===== config.mk =====
export PLATFORM = sky130hd
export DESIGN_NAME = utbr_ram
export DESIGN_NICKNAME = d
export VERILOG_FILES = /design/src/rtl/core/utbr_ram.sv
export SDC_FILE = /design/constraint.sdc
export NUM_CORES = 2
export LEC_CHECK = 0
export CORE_MARGIN = 1.5
export CORE_UTILIZATION = 40
export DETAILED_ROUTE_END_ITERATION = 8
export DONT_BUFFER_PORTS = 1
export REMOVE_ABC_BUFFERS = 1
export SYNTH_ARGS = -nofsm -noshare
export SYNTH_HDL_FRONTEND = slang
export SYNTH_SLANG_ARGS = --single-unit

===== constraint.sdc =====
create_clock -name clk -period 3.6 [get_ports clk]
set_input_delay 0.72 -clock clk [delete_from_list [all_inputs] [get_ports clk]]
set_output_delay 0.72 -clock clk [all_outputs]
set_load 0.03 [all_outputs]

===== src/rtl/core/utbr_ram.sv =====
module utbr_ram #(
  parameter int WIDTH = 8,
  parameter int DEPTH = 256
) (
  input  logic                     clk,
  input  logic                     we,
  input  logic [$clog2(DEPTH)-1:0] waddr,
  input  logic [WIDTH-1:0]         wdata,
  input  logic                     re,
  input  logic [$clog2(DEPTH)-1:0] raddr,
  output logic [WIDTH-1:0]         rdata
);

  logic [WIDTH-1:0] mem [DEPTH];

  always_ff @(posedge clk) begin
    if (we) begin
      mem[waddr] <= wdata;
    end
    if (re) begin
      rdata <= mem[raddr];
    end
  end

endmodule


==> flow_summary.yaml <==
worst_setup_path:
  worst-setup-path-type: "input port to register"
  reg2reg_from: "mem[247][6]"
  required_ps: 4160
  worstReg2RegEnd: "rdata[6]"
  reg2regPathDepth: 6
  cp-end-kind: "register"
  startpoint_type: "input port"
  arrival_ps: 4440
  cp_max_fo: 446
  rrSetupSlack_ps: 820
synthesis:
  ys_ff_latch: 2056
  synthCells: 3733
  syn_area_sq_um: 79600
  synth_compound_area_share_pct: 3.42
  synth_flop_cell: "edfxtp_1"
  synth_most_common_cell: "edfxtp_1"
  synth_xor_area_share_pct: 0
  synth_edf_count: 2056
  synth_top_area_cell: "edfxtp_1"
  synthTopCellsByArea: "edfxtp_1 78%, mux4_2 13%, mux2i_1 1.7%"
  synth.distinct_cells: 54
  synthDominantCellAreaShare_pct: 77.5
  synth_sequential_area_ratio_pct: 77.5
  synth_mux_area_share_pct: 14.6
  synth_fa_ha_area_share_pct: 0
  synth_common_cells: "2,056 x edfxtp_1, 454 x mux4_2, 282 x nor2_1, 134 x mux2i_1, 133 x a22oi_1"
  yosys.area_share.simple_pct: 2.63
  synth_top_family_by_area: "multiplexers"
  synthArstFlopShare_pct: 0
  avgSynthCellArea_sq_um: 21.3
  synth-warning-count: 0
die:
  core-area_sq_um: 198000
  dieWidth_um: 449
  dieArea_sq_um: 202000
  die_h_um: 449
  start_util_pct: 40.3
  num_rows: 163
  io_pins: 35
placed_design:
  dpl_cell_area_sq_um: 85000
  globalplace.congestion: 0.806
  io_buffers: 0
  dp_hpwl_um: 115000
clock_network:
  cts_sinks: 2056
  clk_latency_ps: 830
  cts_tree: "done"
  hold_buffers: 1
  cts_max_level: 4
  clock_path_buffers: 3
  clk_pin_slew_worst_paths_ps: 60
  cts_resized: 0
  cts_setup_buffers: 0
  cts_buffers: 206
  cts_root_buf: "clkbuf_16"
hold_path:
  hp-start: "wdata[4]"
  hold_depth: 0
  hold_end: "mem[10][4]"
  hold_class: "input port to register"
timing:
  fin_crit_sh_pct: 108
  max_slew_margin_pct: -38.4
  maxSlewViolCount: 209
  min_period_ps: 3870
  skew_ps: 36.3
  whs_ps: 87.2
  setup_violations: 6
  fmax_mhz: 258
  rsz0062_at_grt: "false"
  setup_slack_ps: -274
  tightest_slew_ps: 2080
  finalHoldViolCount: 0
global_routing:
  grt_pass1_vias: 39900
  grt_max_degree: 447
  grt.total_usage_pct: 19.7
  grt-ovfl-total: 0
  antenna_found_initial: 3
  grt_pass1_wl_um: 289000
cells_and_area:
  fin_area_sq_um: 92100
  drive_gt1_share_pct: 28.3
  fin_util_pct: 46.6
  syn2layout_area_growth_pct: 15.7
  layout.nets: 4159
  fillerInstances: 16200
detailed_routing:
  vias: 39300
  drtIter0Drc: 4588
  drtAntennaViolNets: 0
  viasPerCell: 5.65
  wl_met1_um: 83800
  dr.pass1.iters: 5
  wl_um: 200000
  drc: 0
  wl_met2_um: 97500
  wl_met3_um: 13300
  top_layer: "met4"
  wl_per_cell_um: 28.8
pwr:
  p_total_mw: 50.4
  ir_drop_mv: 0.376
  p_leak_nw: 29.0
  power_density_nw_per_um2: 547
status:
  violations: "max-slew violations, negative setup slack"
  status: "complete, but fails checks"
job:
  drv_cap: 0
[layout make-up]
class	count	area [sq um]	area share [%]
inverter	2	7.51	0.00815
timing repair buffer	424	3510	3.81
clock buffer	235	5260	5.71
sequential	2056	61700	67.0
antenna	3	7.51	0.00815
clock inverter	150	1780	1.93
multi-input combinational	1442	16500	17.9
tap	2640	3300	3.59
[state kept, by name, summed over array words and instances (netlist names)]
| name | flops |
|---|---|
| mem | 2048 |
| rdata | 8 |
[stage by stage]
step	worst slack (ps)	setup TNS [ps]	cells
floorplan	387	0	3500
global placement	-807	-1730	6563
detailed placement	-828	-1770	6563
CTS	4.46	0	6949
global route	201	0	6950
finish	-274	-897	6952
[cell usage in the layout (no fill, tap or decap), types with 12 or more instances in the layout]
master / instances
clkbuf_1: 29
a211oi_1: 16
a221oi_1: 13
nor3_1: 22
buf_12: 24
buf_4: 398
a22oi_1: 133
mux4_2: 454
clkinvlp_4: 12
nand2_1: 33
o221ai_1: 46
nor4_1: 21
a21oi_1: 96
clkinv_1: 38
nor2_1: 279
nand3_1: 33
clkinv_2: 42
bufinv_16: 32
mux2i_1: 134
edfxtp_1: 2056
clkbuf_16: 206
nor2b_1: 28
o22ai_1: 28
[report_power, final]
part | switching, mW | internal [mW] | total [mW]
registers | 0.0684 | 26.4 | 26.5
clock network | 9.21 | 12.9 | 22.1
logic | 0.959 | 0.859 | 1.82
[worst max-delay path: stages]
cell and delay, ps:
or2b_1 710, buf_4 360, o221ai_1 230, a21oi_1 170, o22ai_1 150, nor4_1 790
buf_4 260, nor4_2 50
[worst max-delay path by stage]
stage          startpoint  endpoint  slack (ps)  cells after the start
2_1_floorplan    raddr[2]  rdata[6]         390                      6
3_3_place_gp     raddr[0]  rdata[6]        -810                     10
3_5_place_dp     raddr[0]  rdata[6]        -830                     10
4_1_cts          raddr[0]  rdata[6]           4                     10
5_1_grt          raddr[1]  rdata[2]         200                      8
6_report         raddr[1]  rdata[6]        -270                      8
[cell families (layout without fill, tap and decap cells)]
family                 count (synthesis)  in the layout
muxes                                591            591
AOI/OAI and AO/OA                    385            385
DFF                                 2056           2056
and+or+nand+nor                      466            466
buffers and inverters                235            811
other                                  0              3
[layer usage]
layer,up-vias,global-route usage (%)
li1,16500,-
met1,21100,27.5
met2,1394,32.0
met3,290,3.41
met4,0,5.69
met5,-,0
No activity file was read; power rests on OpenSTA's default activity.
