### src/rtl/core/utbr_pkg.sv
package utbr_pkg;

  localparam int FB_WIDTH      = 800;
  localparam int FB_HEIGHT     = 480;
  localparam int MAX_GLYPHS    = 128;
  localparam int BITMAP_BYTES  = 8192;
  localparam int MAX_GLYPH_DIM = 63;

  localparam int ROW_BYTES = (FB_WIDTH + 1) / 2;
  localparam int FB_BYTES  = FB_HEIGHT * ROW_BYTES;
  localparam int FB_AW     = $clog2(FB_BYTES);
  localparam int FB_YW     = $clog2(FB_HEIGHT + 1);
  localparam int GT_AW     = $clog2(MAX_GLYPHS);
  localparam int BM_AW     = $clog2(BITMAP_BYTES);

  localparam int CFG_DW = 16;
  localparam int CFG_IW = 2;

  localparam logic [7:0] QMARK      = 8'h3F;
  localparam logic [7:0] ASCII_LIM  = 8'h80;
  localparam logic [7:0] LEAD2_MASK = 8'hE0;
  localparam logic [7:0] LEAD2_VAL  = 8'hC0;
  localparam logic [7:0] LEAD3_MASK = 8'hF0;
  localparam logic [7:0] LEAD3_VAL  = 8'hE0;

  typedef enum logic [2:0] {
    OP_GLYPH  = 3'd0,
    OP_BITMAP = 3'd1,
    OP_FILL   = 3'd2,
    OP_READ   = 3'd3,
    OP_TEXT   = 3'd4
  } op_t;

  typedef enum logic [CFG_IW-1:0] {
    REG_START_X     = 2'd0,
    REG_START_Y     = 2'd1,
    REG_INK_COLOR   = 2'd2,
    REG_GLYPH_COUNT = 2'd3
  } reg_idx_t;

  // one glyph table entry
  typedef struct packed {
    logic [15:0]       code_point;
    logic [5:0]        width;
    logic [5:0]        height;
    logic signed [6:0] x_offset;
    logic signed [6:0] y_offset;
    logic [6:0]        advance;
    logic [17:0]       offset;
  } glyph_t;

  localparam int GT_DW = $bits(glyph_t);

  // decoder result: code points to draw and the pending state left behind
  typedef struct packed {
    logic [1:0]  cnt;
    logic [15:0] cp0;
    logic [15:0] cp1;
    logic [1:0]  pend_cnt;
    logic [15:0] pend_bytes;
    logic        str_end;
  } dec_t;

endpackage

### src/rtl/core/utbr_dec.sv
module utbr_dec (
  input  logic [7:0]          data_byte,
  input  logic                last,
  input  logic [1:0]          pend_cnt,
  input  logic [15:0]         pend_bytes,
  output utbr_pkg::dec_t      dec
);

  logic [7:0] lead;
  logic [7:0] mid;
  logic       b_ascii;
  logic       b_lead;
  logic       l_lead2;
  logic       m_ascii;

  assign lead    = (pend_cnt == 2'd1) ? pend_bytes[7:0] : pend_bytes[15:8];
  assign mid     = pend_bytes[7:0];
  assign b_ascii = data_byte < utbr_pkg::ASCII_LIM;
  assign b_lead  = ((data_byte & utbr_pkg::LEAD2_MASK) == utbr_pkg::LEAD2_VAL) ||
                   ((data_byte & utbr_pkg::LEAD3_MASK) == utbr_pkg::LEAD3_VAL);
  assign l_lead2 = (lead & utbr_pkg::LEAD2_MASK) == utbr_pkg::LEAD2_VAL;
  assign m_ascii = mid < utbr_pkg::ASCII_LIM;

  always_comb begin
    dec            = '0;
    dec.pend_cnt   = pend_cnt;
    dec.pend_bytes = pend_bytes;
    dec.str_end    = (data_byte == 8'h00) || last;
    if (data_byte == 8'h00) begin
      // string end: flush what is pending
      if (pend_cnt == 2'd1) begin
        dec.cnt = 2'd1;
        dec.cp0 = {8'h00, utbr_pkg::QMARK};
      end else if (pend_cnt != 2'd0) begin
        dec.cnt = 2'd2;
        dec.cp0 = {8'h00, utbr_pkg::QMARK};
        dec.cp1 = {8'h00, m_ascii ? mid : utbr_pkg::QMARK};
      end
    end else if (pend_cnt == 2'd0) begin
      if (b_ascii) begin
        dec.cnt = 2'd1;
        dec.cp0 = {8'h00, data_byte};
      end else if (b_lead && !last) begin
        dec.pend_cnt   = 2'd1;
        dec.pend_bytes = {8'h00, data_byte};
      end else begin
        dec.cnt = 2'd1;
        dec.cp0 = {8'h00, utbr_pkg::QMARK};
      end
    end else if (pend_cnt == 2'd1) begin
      if (l_lead2) begin
        dec.cnt      = 2'd1;
        dec.cp0      = {5'd0, lead[4:0], data_byte[5:0]};
        dec.pend_cnt = 2'd0;
      end else if (last) begin
        // cut-off three byte lead, the byte after it decoded afresh
        dec.cnt      = 2'd2;
        dec.cp0      = {8'h00, utbr_pkg::QMARK};
        dec.cp1      = {8'h00, b_ascii ? data_byte : utbr_pkg::QMARK};
        dec.pend_cnt = 2'd0;
      end else begin
        dec.pend_cnt   = 2'd2;
        dec.pend_bytes = {lead, data_byte};
      end
    end else begin
      dec.cnt      = 2'd1;
      dec.cp0      = {lead[3:0], mid[5:0], data_byte[5:0]};
      dec.pend_cnt = 2'd0;
    end
    if (dec.str_end) begin
      dec.pend_cnt   = 2'd0;
      dec.pend_bytes = '0;
    end
  end

endmodule

### config.mk
export PLATFORM = sky130hd
export DESIGN_NAME = utbr_dec
export DESIGN_NICKNAME = d
export VERILOG_FILES = /design/src/rtl/core/utbr_pkg.sv /design/src/rtl/core/utbr_dec.sv
export SDC_FILE = /design/constraint.sdc
export NUM_CORES = 1
export LEC_CHECK = 0
export BUFFER_PORTS_ARGS = -buffer_cell sky130_fd_sc_hd__buf_2
export CAP_MARGIN = 25
export CORE_UTILIZATION = 42
export DETAILED_ROUTE_END_ITERATION = 6
export GPL_TIMING_DRIVEN = 0
export PLACE_DENSITY = 0.9
export SYNTH_ARGS = -nofsm -noshare
export SYNTH_HDL_FRONTEND = slang
export SYNTH_SLANG_ARGS = --single-unit
### constraint.sdc
create_clock -name vclk -period 2.35
set_input_delay 0 -clock vclk [all_inputs]
set_output_delay 0 -clock vclk [all_outputs]
set_load 0.02 [all_outputs]
==> impl_metrics.tcl <==
set metrics [dict create \
    hpwl_um 2630 \
    antenna_found_initial 0 \
    grt_first_pass_wirelength_um 4800 \
    die_h_um 46.9 \
    cts_hold_repair.buffers 0 \
    p_leak_nw 0.800 \
    path_class "in -> out" \
    post_cts_buffers 0 \
    rsz0062_at_grt "false" \
    tightest_slew_ns 0.515 \
    regArea_um2 0 \
    ys_types 38 \
    seq_area_frac_synth 0 \
    grt_usage 0.292 \
    grt_pass1_vias 1059 \
    crit_required_ns 2.35 \
    peakVddDrop_mv 0.151 \
    maxSlewViolCount 0 \
    clkbuf_count 0 \
    fmax_mhz 689 \
    firstDrtPassIters 5 \
    setup_tns_ns 0 \
    crit_start "last" \
    slew_headroom 0.657 \
    drive_gt1_frac 0.426 \
    critPathMaxFanout 5 \
    initial_utilization 0.470 \
    status "finished clean" \
    drc 0 \
    drtIter0Drc 56 \
    hold_class "in -> out" \
    syn_avg_cell_area_um2 6.14 \
    antenna_left 0 \
    vias 1321 \
    synth_area_um2 847 \
    synthCells 138 \
    diodes 0 \
    placeableCoreArea_mm2 0.00180 \
    worstPathArrival_ns 1.45 \
    layout_commonest_cell "buf_2" \
    min_period_ns 1.45 \
    final_util 0.699 \
    row_count 15 \
    die_area_mm2 0.00220 \
    cp-end-kind "primary output" \
    most-common-layout-cells "buf_2, nor2_1, nand2_1, buf_4" \
    design.seq.count 0 \
    max_cap_violations 0 \
    gp_congestion 0.873 \
    synthToLayoutAreaGrowth_pct 48.6 \
    grt_overflow 0 \
    fin_nets 245 \
    routed_wl_um 3330 \
    yosys_warnings 0 \
    period_share 0.617 \
    vias_per_cell 5.48 \
    wl_per_cell_um 13.8 \
    crit_path_end "dec[36]" \
    setup_viol 0 \
    cts_resized 0 \
    start_kind "input pin" \
    grt_max_degree 11 \
    hold_violations 0 \
    ios 80 \
    die_w_um 46.9 \
    placement.io_buffers 70 \
    power.density_mw_per_mm2 224 \
]
[routing by layer]
layer / track usage / wire length, um / up-vias
met4: 0.0286 / 14 / 0
met1: 0.405 / 1360 / 614
met2: 0.514 / 1670 / 74
met5: 0 / 0 / -
li1: - / - / 631
met3: 0.0154 / 287 / 2
[worst max-delay path: stages]
cell      delay [ns]
buf_2           0.14
nor2b_1         0.36
a21boi_1        0.15
a221oi_1        0.45
o21ai_0         0.16
buf_2           0.19
[worst min-delay path by stage]
stage,slack [ns],from,cells after the start,to
after global placement,0.35,pend_bytes[12],4,dec[13]
after floorplan,0.17,data_byte[2],2,dec[37]
final,0.35,pend_bytes[12],4,dec[13]
after CTS,0.35,pend_bytes[12],4,dec[13]
after global routing,0.37,pend_bytes[10],4,dec[11]
after detailed placement,0.35,pend_bytes[12],4,dec[13]
[cells by family (layout without fill, tap and decap cells)]
| group | Yosys count | count (layout) | share of synthesized area |
|---|---|---|---|
| simple gates | 70 | 70 | 0.462 |
| compound gates | 36 | 36 | 0.285 |
| buf+inv | 25 | 95 | 0.177 |
| mux | 6 | 6 | 0.0709 |
| other cells | 1 | 9 | 0.00443 |
[where the power goes]
| part | total (mW) | leakage (nW) | switching (mW) | internal [mW] |
|---|---|---|---|---|
| Combinational | 0.282 | 0.800 | 0.180 | 0.103 |
| Clock | 0 | 0 | 0 | 0 |
| Sequential | 0 | 0 | 0 | 0 |
| Total | 0.282 | 0.800 | 0.180 | 0.103 |
[layout make-up]
type / instances / area (um^2)
multi-input cells: 121 / 727
fillers: 197 / 543
repair buffers: 70 / 350
plain buffers: 15 / 113
inverters: 10 / 37.5
well taps: 25 / 31.3
[cell usage after synthesis (all sizes together) (3+ instances only)]
master / n / area, um^2
buf: 13 / 105
inv: 10 / 37.5
mux2i: 6 / 60.1
nand2: 18 / 77.6
nor2: 22 / 82.6
nor3b: 3 / 27.5
a21oi: 8 / 40.0
nand3: 7 / 47.6
o21ai: 10 / 50.1
and3: 9 / 57.6
a221oi: 3 / 26.3
o22ai: 7 / 43.8
[per-stage QoR]
stage / setup WS [ns] / std cells / hold slack (ns) / power, mW / area (um^2)
after floorplan: 1.04 / 146 / 0.166 / 0.180 / 877
after global placement: 0.913 / 241 / 0.349 / 0.273 / 1260
after detailed placement: 0.912 / 241 / 0.351 / 0.278 / 1260
after CTS: 0.910 / 241 / 0.353 / 0.279 / 1260
after global routing: 0.757 / 241 / 0.370 / 0.303 / 1260
final: 0.899 / 241 / 0.350 / 0.282 / 1260
No activity file was read; power rests on OpenSTA's default activity.
